`config.mk`:
```
export PLATFORM = sky130hd
export DESIGN_NAME = base64_stream_encoder_unit
export DESIGN_NICKNAME = d
export VERILOG_FILES = /design/src/rtl/b64e_pkg.sv /design/src/rtl/b64e_front.sv /design/src/rtl/b64e_queue.sv /design/src/rtl/b64e_back.sv /design/src/rtl/base64_stream_encoder_unit.sv
export SDC_FILE = /design/constraint.sdc
export NUM_CORES = 1
export LEC_CHECK = 0
export ABC_AREA = 1
export BUFFER_PORTS_ARGS = -buffer_cell sky130_fd_sc_hd__buf_2
export CAP_MARGIN = 20
export CORE_ASPECT_RATIO = 1.25
export CORE_UTILIZATION = 45
export DETAILED_ROUTE_END_ITERATION = 8
export SYNTH_ARGS = -nofsm -noshare
export SYNTH_HDL_FRONTEND = slang
export SYNTH_HIERARCHICAL = 1
export SYNTH_SLANG_ARGS = --single-unit
```
`constraint.sdc`:
```
create_clock -name clk -period 6.3 [get_ports clk]
set_input_delay 0.63 -clock clk [delete_from_list [all_inputs] [get_ports clk]]
set_output_delay 0.63 -clock clk [all_outputs]
set_load 0.03 [all_outputs]
```
`src/rtl/b64e_pkg.sv`:
```
package b64e_pkg;

  localparam int CharW      = 8;
  localparam int MaxChars   = 4;
  localparam int QueueDepth = 2;
  localparam int QPtrW      = $clog2(QueueDepth);
  localparam int QCntW      = $clog2(QueueDepth + 1);
  localparam int IdxW       = $clog2(MaxChars);
  localparam int CountW     = $clog2(MaxChars + 1);

  localparam logic [CharW-1:0] PadChar = 8'h3D;

  typedef enum logic [1:0] {
    PHASE_0 = 2'd0,
    PHASE_1 = 2'd1,
    PHASE_2 = 2'd2,
    PHASE_X = 2'd3
  } phase_t;

  // one decoded input byte: the characters it produces, in emit order
  typedef struct packed {
    logic [MaxChars-1:0][CharW-1:0] chars;
    logic [CountW-1:0]              count;
    logic                           last;
  } cmd_t;

  function automatic logic [CharW-1:0] sym(input logic [5:0] v);
    logic [CharW-1:0] c;
    if (v < 6'd26) begin
      c = 8'h41 + {2'b00, v};
    end else if (v < 6'd52) begin
      c = 8'h61 + {2'b00, v} - 8'd26;
    end else if (v < 6'd62) begin
      c = 8'h30 + {2'b00, v} - 8'd52;
    end else if (v == 6'd62) begin
      c = 8'h2B;
    end else begin
      c = 8'h2F;
    end
    return c;
  endfunction

endpackage

```
`src/rtl/b64e_front.sv`:
```
module b64e_front (
  input  logic              clk,
  input  logic              rst_n,
  input  logic              in_valid,
  input  logic [7:0]        in_byte,
  input  logic              in_last,
  output logic              in_ready,
  input  logic              cfg_valid,
  input  logic              cfg_data,
  input  logic              q_full,
  output logic              push,
  output b64e_pkg::cmd_t    push_cmd
);
  import b64e_pkg::*;

  phase_t     phase_r, phase_nxt;
  logic [3:0] carry_r, carry_nxt;
  logic       pad_en_r;
  logic       accept;

  assign in_ready = !q_full;
  assign accept   = in_valid && !q_full;
  assign push     = accept;

  always_comb begin
    push_cmd       = '0;
    push_cmd.last  = in_last;
    phase_nxt      = phase_r;
    carry_nxt      = carry_r;
    unique case (phase_r)
      PHASE_1: begin
        push_cmd.chars[0] = sym({carry_r[1:0], in_byte[7:4]});
        push_cmd.count    = CountW'(1);
        carry_nxt         = in_byte[3:0];
        phase_nxt         = PHASE_2;
        if (in_last) begin
          push_cmd.chars[1] = sym({in_byte[3:0], 2'b00});
          push_cmd.chars[2] = PadChar;
          push_cmd.count    = pad_en_r ? CountW'(3) : CountW'(2);
        end
      end
      PHASE_2: begin
        push_cmd.chars[0] = sym({carry_r, in_byte[7:6]});
        push_cmd.chars[1] = sym(in_byte[5:0]);
        push_cmd.count    = CountW'(2);
        carry_nxt         = '0;
        phase_nxt         = PHASE_0;
      end
      default: begin
        push_cmd.chars[0] = sym(in_byte[7:2]);
        push_cmd.count    = CountW'(1);
        carry_nxt         = {2'b00, in_byte[1:0]};
        phase_nxt         = PHASE_1;
        if (in_last) begin
          push_cmd.chars[1] = sym({in_byte[1:0], 4'b0000});
          push_cmd.chars[2] = PadChar;
          push_cmd.chars[3] = PadChar;
          push_cmd.count    = pad_en_r ? CountW'(4) : CountW'(2);
        end
      end
    endcase
    if (in_last) begin
      phase_nxt = PHASE_0;
      carry_nxt = '0;
    end
  end

  always_ff @(posedge clk) begin
    if (!rst_n) begin
      phase_r  <= PHASE_0;
      carry_r  <= '0;
      pad_en_r <= 1'b0;
    end else begin
      if (accept) begin
        phase_r <= phase_nxt;
        carry_r <= carry_nxt;
      end
      if (cfg_valid) begin
        pad_en_r <= cfg_data;
      end
    end
  end

endmodule

```
`src/rtl/b64e_queue.sv`:
```
module b64e_queue (
  input  logic           clk,
  input  logic           rst_n,
  input  logic           push,
  input  b64e_pkg::cmd_t push_cmd,
  input  logic           pop,
  output b64e_pkg::cmd_t head,
  output logic           full,
  output logic           empty
);
  import b64e_pkg::*;

  cmd_t             mem_r [QueueDepth];
  logic [QPtrW-1:0] wr_ptr_r, rd_ptr_r;
  logic [QCntW-1:0] cnt_r;

  assign full  = (cnt_r == QCntW'(QueueDepth));
  assign empty = (cnt_r == '0);
  assign head  = mem_r[rd_ptr_r];

  always_ff @(posedge clk) begin
    if (push) begin
      mem_r[wr_ptr_r] <= push_cmd;
    end
  end

  always_ff @(posedge clk) begin
    if (!rst_n) begin
      wr_ptr_r <= '0;
      rd_ptr_r <= '0;
      cnt_r    <= '0;
    end else begin
      if (push) begin
        wr_ptr_r <= (wr_ptr_r == QPtrW'(QueueDepth - 1)) ? '0 : wr_ptr_r + 1'b1;
      end
      if (pop) begin
        rd_ptr_r <= (rd_ptr_r == QPtrW'(QueueDepth - 1)) ? '0 : rd_ptr_r + 1'b1;
      end
      if (push && !pop) begin
        cnt_r <= cnt_r + 1'b1;
      end else if (pop && !push) begin
        cnt_r <= cnt_r - 1'b1;
      end
    end
  end

endmodule

```
`src/rtl/b64e_back.sv`:
```
module b64e_back (
  input  logic           clk,
  input  logic           rst_n,
  input  b64e_pkg::cmd_t head,
  input  logic           q_empty,
  output logic           pop,
  output logic           out_valid,
  output logic [7:0]     out_char,
  output logic           out_last,
  input  logic           out_ready
);
  import b64e_pkg::*;

  logic [IdxW-1:0] idx_r;
  logic            out_valid_r;
  logic [7:0]      out_char_r;
  logic            out_last_r;
  logic            load;
  logic            final_char;

  assign load       = !q_empty && (!out_valid_r || out_ready);
  assign final_char = ((head.count - 1'b1) == CountW'(idx_r));
  assign pop        = load && final_char;

  assign out_valid = out_valid_r;
  assign out_char  = out_char_r;
  assign out_last  = out_last_r;

  always_ff @(posedge clk) begin
    if (load) begin
      out_char_r <= head.chars[idx_r];
      out_last_r <= head.last && final_char;
    end
  end

  always_ff @(posedge clk) begin
    if (!rst_n) begin
      idx_r       <= '0;
      out_valid_r <= 1'b0;
    end else begin
      if (load) begin
        out_valid_r <= 1'b1;
        idx_r       <= final_char ? '0 : idx_r + 1'b1;
      end else if (out_ready) begin
        out_valid_r <= 1'b0;
      end
    end
  end

endmodule

```
`src/rtl/base64_stream_encoder_unit.sv`:
```
// Base64 stream encoder: bytes enter on the in_ stream, with in_tlast on the final
// byte of a message, and standard base64 characters leave on the out_ stream, one
// per cycle while out_tready is high, with out_tlast on the final character. A byte
// makes one character as the first or second byte of a group, two as the third,
// and up to four as a final byte when the leftover bits are flushed and '=' pads
// follow (cfg_data = 1 enables padding). A two-entry queue separates byte decoding
// from character output, so input is taken while the output is stalled until the
// queue fills. Write cfg only when idle.
module base64_stream_encoder_unit (
  input  logic       clk,
  input  logic       rst_n,
  input  logic       in_tvalid,
  output logic       in_tready,
  input  logic [7:0] in_tdata,   // data_byte
  input  logic       in_tlast,   // last_byte
  output logic       out_tvalid,
  input  logic       out_tready,
  output logic [7:0] out_tdata,  // out_char
  output logic       out_tlast,  // last_char
  input  logic       cfg_valid,
  output logic       cfg_ready,
  input  logic       cfg_data    // pad_enable
);
  import b64e_pkg::*;

  logic push, pop, q_full, q_empty;
  cmd_t push_cmd, head;

  assign cfg_ready = 1'b1;

  b64e_front u_front (
    .clk       (clk),
    .rst_n     (rst_n),
    .in_valid  (in_tvalid),
    .in_byte   (in_tdata),
    .in_last   (in_tlast),
    .in_ready  (in_tready),
    .cfg_valid (cfg_valid),
    .cfg_data  (cfg_data),
    .q_full    (q_full),
    .push      (push),
    .push_cmd  (push_cmd)
  );

  b64e_queue u_queue (
    .clk      (clk),
    .rst_n    (rst_n),
    .push     (push),
    .push_cmd (push_cmd),
    .pop      (pop),
    .head     (head),
    .full     (q_full),
    .empty    (q_empty)
  );

  b64e_back u_back (
    .clk       (clk),
    .rst_n     (rst_n),
    .head      (head),
    .q_empty   (q_empty),
    .pop       (pop),
    .out_valid (out_tvalid),
    .out_char  (out_tdata),
    .out_last  (out_tlast),
    .out_ready (out_tready)
  );

endmodule

```
Yosys cells after proc, flatten, opt, wreduce, memory -nomap -nowiden
Memory sizes are Yosys's and may differ from the RTL's. A register that Yosys moved wholly into a read port is not among the register bits.
Cells that the tools add are included.

storage, ports and cells
  bits in registers = 23
  memory bits (writable) = 68
  input bits = 15
  output and inout port bits = 12
  word-level logic and storage cells = 138
  memories kept = 1

memory list
  memory         depth  bits a word  read ports  clocked after Yosys merged registers in  wr ports  line              text
  u_queue.mem_r  2      34           1           1                                        1         b64e_queue.sv:13  cmd_t mem_r [QueueDepth];

operators by class
  add/subtract/negate cells = 36
  magnitude comparators = 19
  equality and inequality tests = 8
  mux-type cells = 48
  reduce and logical (&&, ||, !) cells = 16

operators by type and width
  cell                 number
  $mux 8               19
  $add 7x6->8 const A  12
  $lt 6x6->1 const B   12
  $sub 8x5->8 const B  6
  $sub 8x6->8 const B  6
  $add 6x6->7 const A  6
  $pmux 19 s2          1
  $lt 6x5->1 const B   6
  $eq 6x6->1 const B   4
  $mux 22              1
  $mux 3               7
  $bmux 8 s2           1
  $pmux 8 s2           1
  $mux 14              1
  $mux 1               9
  $mux 2               4
  $pmux 4 s2           1
  $logic_and 1x1->1    6
  $mux 6               1
  $logic_not 1->1      5
  $add 2x1->2 const B  2
  $eq 2x2->1 const B   2
  $mux 4               1
  $pmux 2 s2           1
  other kinds (10)     12

Longest topological paths before layout
Gate-level depths: netlist of run 1.

  depth after elaboration = 7
  gate-level depth with buffers = 19
  depth with buffers taken out = 17

Hierarchy
Netlist of run 1, hierarchy kept.

modules (own cells, without submodules)
  module                      instances  cells each  area an instance (um^2)
  b64e_queue                  1          147         2979.1
  b64e_front                  1          469         2548.7
  b64e_back                   1          86          730.7
  base64_stream_encoder_unit  1          2           11.3

Worst setup path before layout of run 1
OpenSTA, ideal clock, no wires.

  path type = reg2reg
  start point = register u_queue.cnt_r[1]
  end point = memory u_queue/mem_r[0][0] (netlist name) (enable)
  setup time = 0.429 ns
  arrival = 2.601 ns
  setup slack = 3.270 ns
  stages on the path, launching flop included = 8
  buffers on the path = 0
  period minus slack after synthesis = 3.030 ns
  cell sequence = dfxtp_1 > inv_1 > nor2_1 > inv_1 > nand2_1 > inv_1 > inv_1 > nor2_1

on the way
  word-level cells in the longest chain between the ends = 5

ends and longest elaborated chain
  element                       line                              text
  start, declared               b64e_queue.sv:15                  logic [QCntW-1:0] cnt_r;
  start signal, assigned        b64e_queue.sv:40                  cnt_r <= cnt_r + 1'b1;
  start signal, assigned        b64e_queue.sv:42                  cnt_r <= cnt_r - 1'b1;
  $eq 2x2->1                    b64e_queue.sv:17                  assign full = (cnt_r == QCntW'(QueueDepth));
  net q_full                    base64_stream_encoder_unit.sv:26  logic push, pop, q_full, q_empty;
  $logic_not 1->1               --
  net in_tready                 base64_stream_encoder_unit.sv:13  output logic in_tready,
  $logic_and 1x1->1             b64e_front.sv:22                  assign accept = in_valid && !q_full;
  net push                      base64_stream_encoder_unit.sv:26
  $mux 1                        b64e_queue.sv:22                  if (push) begin
  $mux 1 (implied by the code)  b64e_queue.sv:23                  mem_r[wr_ptr_r] <= push_cmd;
  end, declared                 b64e_queue.sv:13

The timed path passes the listed nets, and every way through them passes these cells.

==> results.cfg, run 1 <==
[finish]
area_growth_pct = 5.69
multi_input_area_um2 = 2940
drive_above_1_share_pct = 15.5
fin_util_pct = 49.4
fill_cells = 1298
finalNonFillerCells = 886
fin_nets = 750
diodes = 0
register_area_um2 = 2730

[floorplanning]
core-area_um2 = 13400
top_level_ports = 27
start_util_pct = 46.8
fp.dieW_um = 108
rows = 47
fp.dieH_um = 134
dieArea_um2 = 14400

[grt]
grt_pass1_wl_mm = 23.2
grt_max_degree = 37
grt_pass1_vias = 4619
antenna_found_initial = 0
grt_usage_pct = 21.0
grt_overflow = 0

[power_and_ir_drop]
p_leak_uw = 0.00276
p_total_uw = 2260
p_per_area_nw_per_um2 = 341
vdd_drop_max_v = 0.000200

[synth]
yosysTopAreaCellShare_pct = 38.8
synth_area_leader_cell = edfxtp_1
synth.distinct_cells = 37
avgSynthCellArea_um2 = 8.91
yosys-top-cells-area = edfxtp_1 (39%), nand2_1 (9.5%), mux2_4 (7.2%), ha_1 (5.0%), dfxtp_1 (4.8%)
yosysWarnings = 6
synth_cells = 704
syn_area_um2 = 6270
seq_area_frac_synth_pct = 43.6
ys_ff_latch = 96

[clock_network]
cts.sinks = 96
cts_tree = done
clk_pin_slew_worst_paths_ps = 60
hold_buffers = 0
cts_buffers = 9
clockBufferDepth = 2
clockRootBuffer = clkbuf_16
clkLatencyLatePin_ps = 340
cts_setup_buffers = 0
postCtsResizedCells = 0
h-tree-depth = 3

[hold_path]
min_from = u_back/out_valid
hold_path_depth = 2
hp-class = reg2reg
hold_end = u_back/out_valid

[drt]
drt-pass1-iter-count = 5
drc_errors = 0
drt-initial-drc-count = 331
vias = 4743
ant_nets = 0
wl_per_cell_um = 16.2
routed_wl_mm = 14.4
vias_per_cell = 5.35

[timing]
setup_violations = 0
rsz0062_at_grt = false
slew_headroom_pct = 51.1
maxSlewViolCount = 0
clock_skew_ps = 3.92
period_minus_slack_ps = 2830
setup_tns_ps = 0
finalCritPeriodShare_pct = 44.9
max_freq_mhz = 353
worst_pin_slew_ps = 730
setup_slack_ps = 3470
hold_viol = 0

[critical_path]
crit_path_frequent_cell = inv_1
r2r_cells = 16
critPathKind = reg2reg
cp_slowest_stage_delay_ps = 500
crit_slowest_cell = buf_4
endpoint_kind = register
crit_required_ps = 6570
startpoint_type = register
critPathTopFamily = buffers and inverters
path_buf_inv = 6
crit_chain = buf_4 -> mux2_4 -> inv_1 -> ha_1 -> nand2_4 -> nand2_2 -> nor2_2 -> nand3_2 -> inv_1 -> inv_1 -> ha_1 -> inv_1 -> nand3_1 -> nand2_1 -> inv_1 -> nor2_1
critical_path_arrival_ps = 3100
r2r_end = u_queue/cnt_r[1]
crit_path_max_fanout = 36
reg2reg_slack_ps = 3470

[placed_design]
portBuffers = 25
dp_cells = 869
gp_routability_congestion = 0.941
hpwl_mm = 10.6
dp_slack_ps = 3450

[flow_run]
max_cap_viol_count = 0

[status]
outcome = complete, no violations
tightest hold or removal path: cells and delay by family (launching register included):
family | cells | cell delay [ps]
AO/OA/AOI/OAI | 1 | 70
flip-flops | 1 | 310
AND/OR/NAND/NOR | 1 | 70
layer usage:
metal  track usage, %  wire length [µm]  up-vias
met3             2.72               456       43
met1             24.1              6060     2238
met5                0                 0        -
li1                 -                 -     2357
met4             10.8               545        0
met2             37.7              7320      105
worst max path at each step:
stage / slack, ps / to / cells past startpoint
finish: 3470 / u_queue/cnt_r[1] / 16
floorplan: 3270 / u_queue/mem_r[0][0] / 7
global placement: 3590 / u_queue/cnt_r[1] / 16
detailed placement: 3450 / u_queue/cnt_r[1] / 17
global route: 3230 / u_queue/cnt_r[1] / 17
CTS: 3430 / u_queue/cnt_r[1] / 17
flip-flops by register name (all words and copies together) (netlist names), named ones only:
register          cells
u_queue/mem_r        72
u_front/pad_en_r      1
u_back/out_valid      1
u_queue/cnt_r         2
u_back/idx_r          2
u_back/out_last       1
u_front/phase_r       2
u_queue/rd_ptr_r      1
u_back/out_char       8
u_front/carry_r       4
u_queue/wr_ptr_r      1
synthesized netlist by cell type, drive strengths merged:
master	count
clkinv	1
inv	72
buf	38
nand3b	2
a211oi	1
o211ai	8
o22ai	9
a21oi	42
o21ai	51
conb	2
nor2	72
mux2	36
nand4	11
dfxtp	15
and3	1
nand3	46
ha	25
nand2	169
edfxtp	81
nor3	2
a31oi	4
xor2	9
xnor2	6
a21boi	1
cells by family (layout without fill, tap and decap cells):
kind of cell / Yosys count / after routing / synth area share, %
simple gates: 303 / 303 / 20.8
compound gates: 116 / 116 / 10.2
buf+inv: 111 / 117 / 9.92
flops: 96 / 96 / 43.6
mux: 36 / 36 / 8.26
fa+ha+maj: 25 / 25 / 4.99
xor+xnor: 15 / 15 / 2.10
other cells: 2 / 7 / 0.120
layout make-up:
type / instances / area share, %
Inverter: 73 / 4.14
Tap cell: 171 / 3.23
Timing Repair Buffer: 28 / 2.42
Clock buffer: 12 / 4.19
Multi-Input combinational cell: 502 / 44.4
Sequential cell: 96 / 41.3
Clock inverter: 4 / 0.378
report_power, final:
group | total (µW) | internal [µW] | switching, µW
combinational | 792 | 287 | 505
sequential | 938 | 880 | 58.4
clock | 531 | 311 | 219
total | 2260 | 1480 | 783
layout by cell type, fill, tap and decap left out, types with 9 or more instances in the layout:
cell	instances
nand2_1	159
edfxtp_1	81
nor2_1	65
inv_1	63
nand3_1	45
o21ai_0	43
a21oi_1	39
mux2_4	30
buf_2	25
ha_1	25
dfxtp_1	14
nand4_1	11
clkbuf_16	10
inv_2	9
o22ai_1	9
nand2_2	9
xor2_1	9
per-stage QoR:
stage	instance area, µm²	hold WS (ps)
floorplan	6290	466
global placement	6300	479
detailed placement	6300	493
global route	6630	540
CTS	6610	505
finish	6630	503
Power figures use the tool's default switching activity.
==> inputs of run 2 (changes only) <==
==> constraint.sdc (replaced) <==
create_clock -name clk -period 2.75 [get_ports clk]
set_input_delay 0.275 -clock clk [delete_from_list [all_inputs] [get_ports clk]]
set_output_delay 0.275 -clock clk [all_outputs]
set_load 0.03 [all_outputs]
==> results.cfg, run 2 (synthesized netlist as in run 1, its figures left out) <==
[grt]
grt_usage_pct = 21.2
antenna_found_initial = 0
grt_max_degree = 37
grt_pass1_vias = 4691
grt_pass1_wl_mm = 23.4
grt_overflow = 0

[timing]
maxSlewViolCount = 0
period_minus_slack_ps = 2270
worst_pin_slew_ps = 758
clock_skew_ps = 7.32
setup_tns_ps = 0
max_freq_mhz = 440
rsz0062_at_grt = false
setup_violations = 0
hold_viol = 0
finalCritPeriodShare_pct = 82.6
slew_headroom_pct = 49.3

[drt]
drt-pass1-iter-count = 7
routed_wl_mm = 14.8
drc_errors = 0
vias_per_cell = 5.46
vias = 4890
drt-initial-drc-count = 316
ant_nets = 0
wl_per_cell_um = 16.6

[placed_design]
portBuffers = 25
hpwl_mm = 11.0
gp_routability_congestion = 0.932

[clock_network]
h-tree-depth = 3
cts.sinks = 96
postCtsResizedCells = 0
clkLatencyLatePin_ps = 340
clk_pin_slew_worst_paths_ps = 70
clockBufferDepth = 2
hold_buffers = 0
clockRootBuffer = clkbuf_16
cts_setup_buffers = 0
cts_buffers = 9
cts_tree = done

[hold_path]
hold_end = u_front/pad_en_r
min_from = cfg_data
hold_path_depth = 3
hp-class = in2reg

[critical_path]
startpoint_type = register
reg2reg_slack_ps = 480
endpoint_kind = register
crit_required_ps = 3040
critPathKind = reg2reg
critical_path_arrival_ps = 2560
r2r_end = u_queue/cnt_r[1]
r2r_cells = 15
crit_path_max_fanout = 4

[floorplanning]
fp.dieH_um = 134
top_level_ports = 27
start_util_pct = 46.8
core-area_um2 = 13400
dieArea_um2 = 14400
fp.dieW_um = 108
rows = 47

[power_and_ir_drop]
vdd_drop_max_v = 0.000544
p_per_area_nw_per_um2 = 797
p_leak_uw = 0.00281

[finish]
fill_cells = 1274
drive_above_1_share_pct = 16.6
diodes = 0
fin_nets = 759
area_growth_pct = 7.02
final_common_cell = nand2_1
regMostFlops = u_queue/mem_r
fin_util_pct = 50.0
largest_reg_flops = 72
final_cell_mix = nand2_1 (159), edfxtp_1 (81), nor2_1 (65), inv_1 (63), nand3_1 (45)

[status]
outcome = complete, no violations

[flow_run]
max_cap_viol_count = 0
==> run 2: worst max path at each step <==
stage | from | endpoint | slack, ps | depth (start not counted)
after global placement | register | u_queue/cnt_r[1] | 540 | 12
after global routing | register | u_queue/cnt_r[1] | 300 | 15
after detailed placement | register | u_queue/cnt_r[1] | 480 | 12
after floorplan | u_queue/cnt_r[1] | u_queue/mem_r[0][0] | 320 | 7
final | register | u_queue/cnt_r[1] | 480 | 15
after CTS | register | u_queue/cnt_r[1] | 480 | 15
==> run 2: layout make-up <==
cell class                      count  area, µm²  area share, %
Clock buffer                       10        239           3.56
Clock inverter                      6       92.6           1.38
Inverter                           73        274           4.08
Multi-Input combinational cell    502       2940           43.8
Sequential cell                    96       2730           40.7
Tap cell                          171        214           3.19
Timing Repair Buffer               37        215           3.21
==> run 2: stage by stage <==
stage	hold slack (ps)	area [µm²]	setup WS [ps]	cells	power, µW
global route	191	6710	303	895	5630
detailed placement	490	6380	484	879	4040
CTS	171	6710	479	895	5390
floorplan	396	6290	316	709	3650
finish	174	6710	477	895	5350
global placement	476	6380	541	879	4000
==> run 2: routing by layer <==
layer  routed length [µm]  vias up  GRT usage [%]
met5                    0        -              0
met4                  585        0           12.5
met3                  617       40           2.14
met2                 7650      177           38.0
met1                 5990     2290           24.1
li1                     -     2383              -
==> run 2: power by group <==
part           switching (µW)  internal [µW]  total [µW]
sequential                108           2020        2120
clock                     516            824        1340
combinational            1200            686        1880
==> run 2: worst max-delay path, stage by stage, from the launching register on <==
cell and delay (ps):
dfxtp_2 370, mux2_4 310, inv_1 80, ha_1 270, nand2_4 90, nand2_2 50
nor2_2 120, nand3_2 120, inv_1 120, inv_1 50, ha_1 290, inv_1 100
nand3_1 80, nand2_1 60, inv_1 40, nor2_1 80
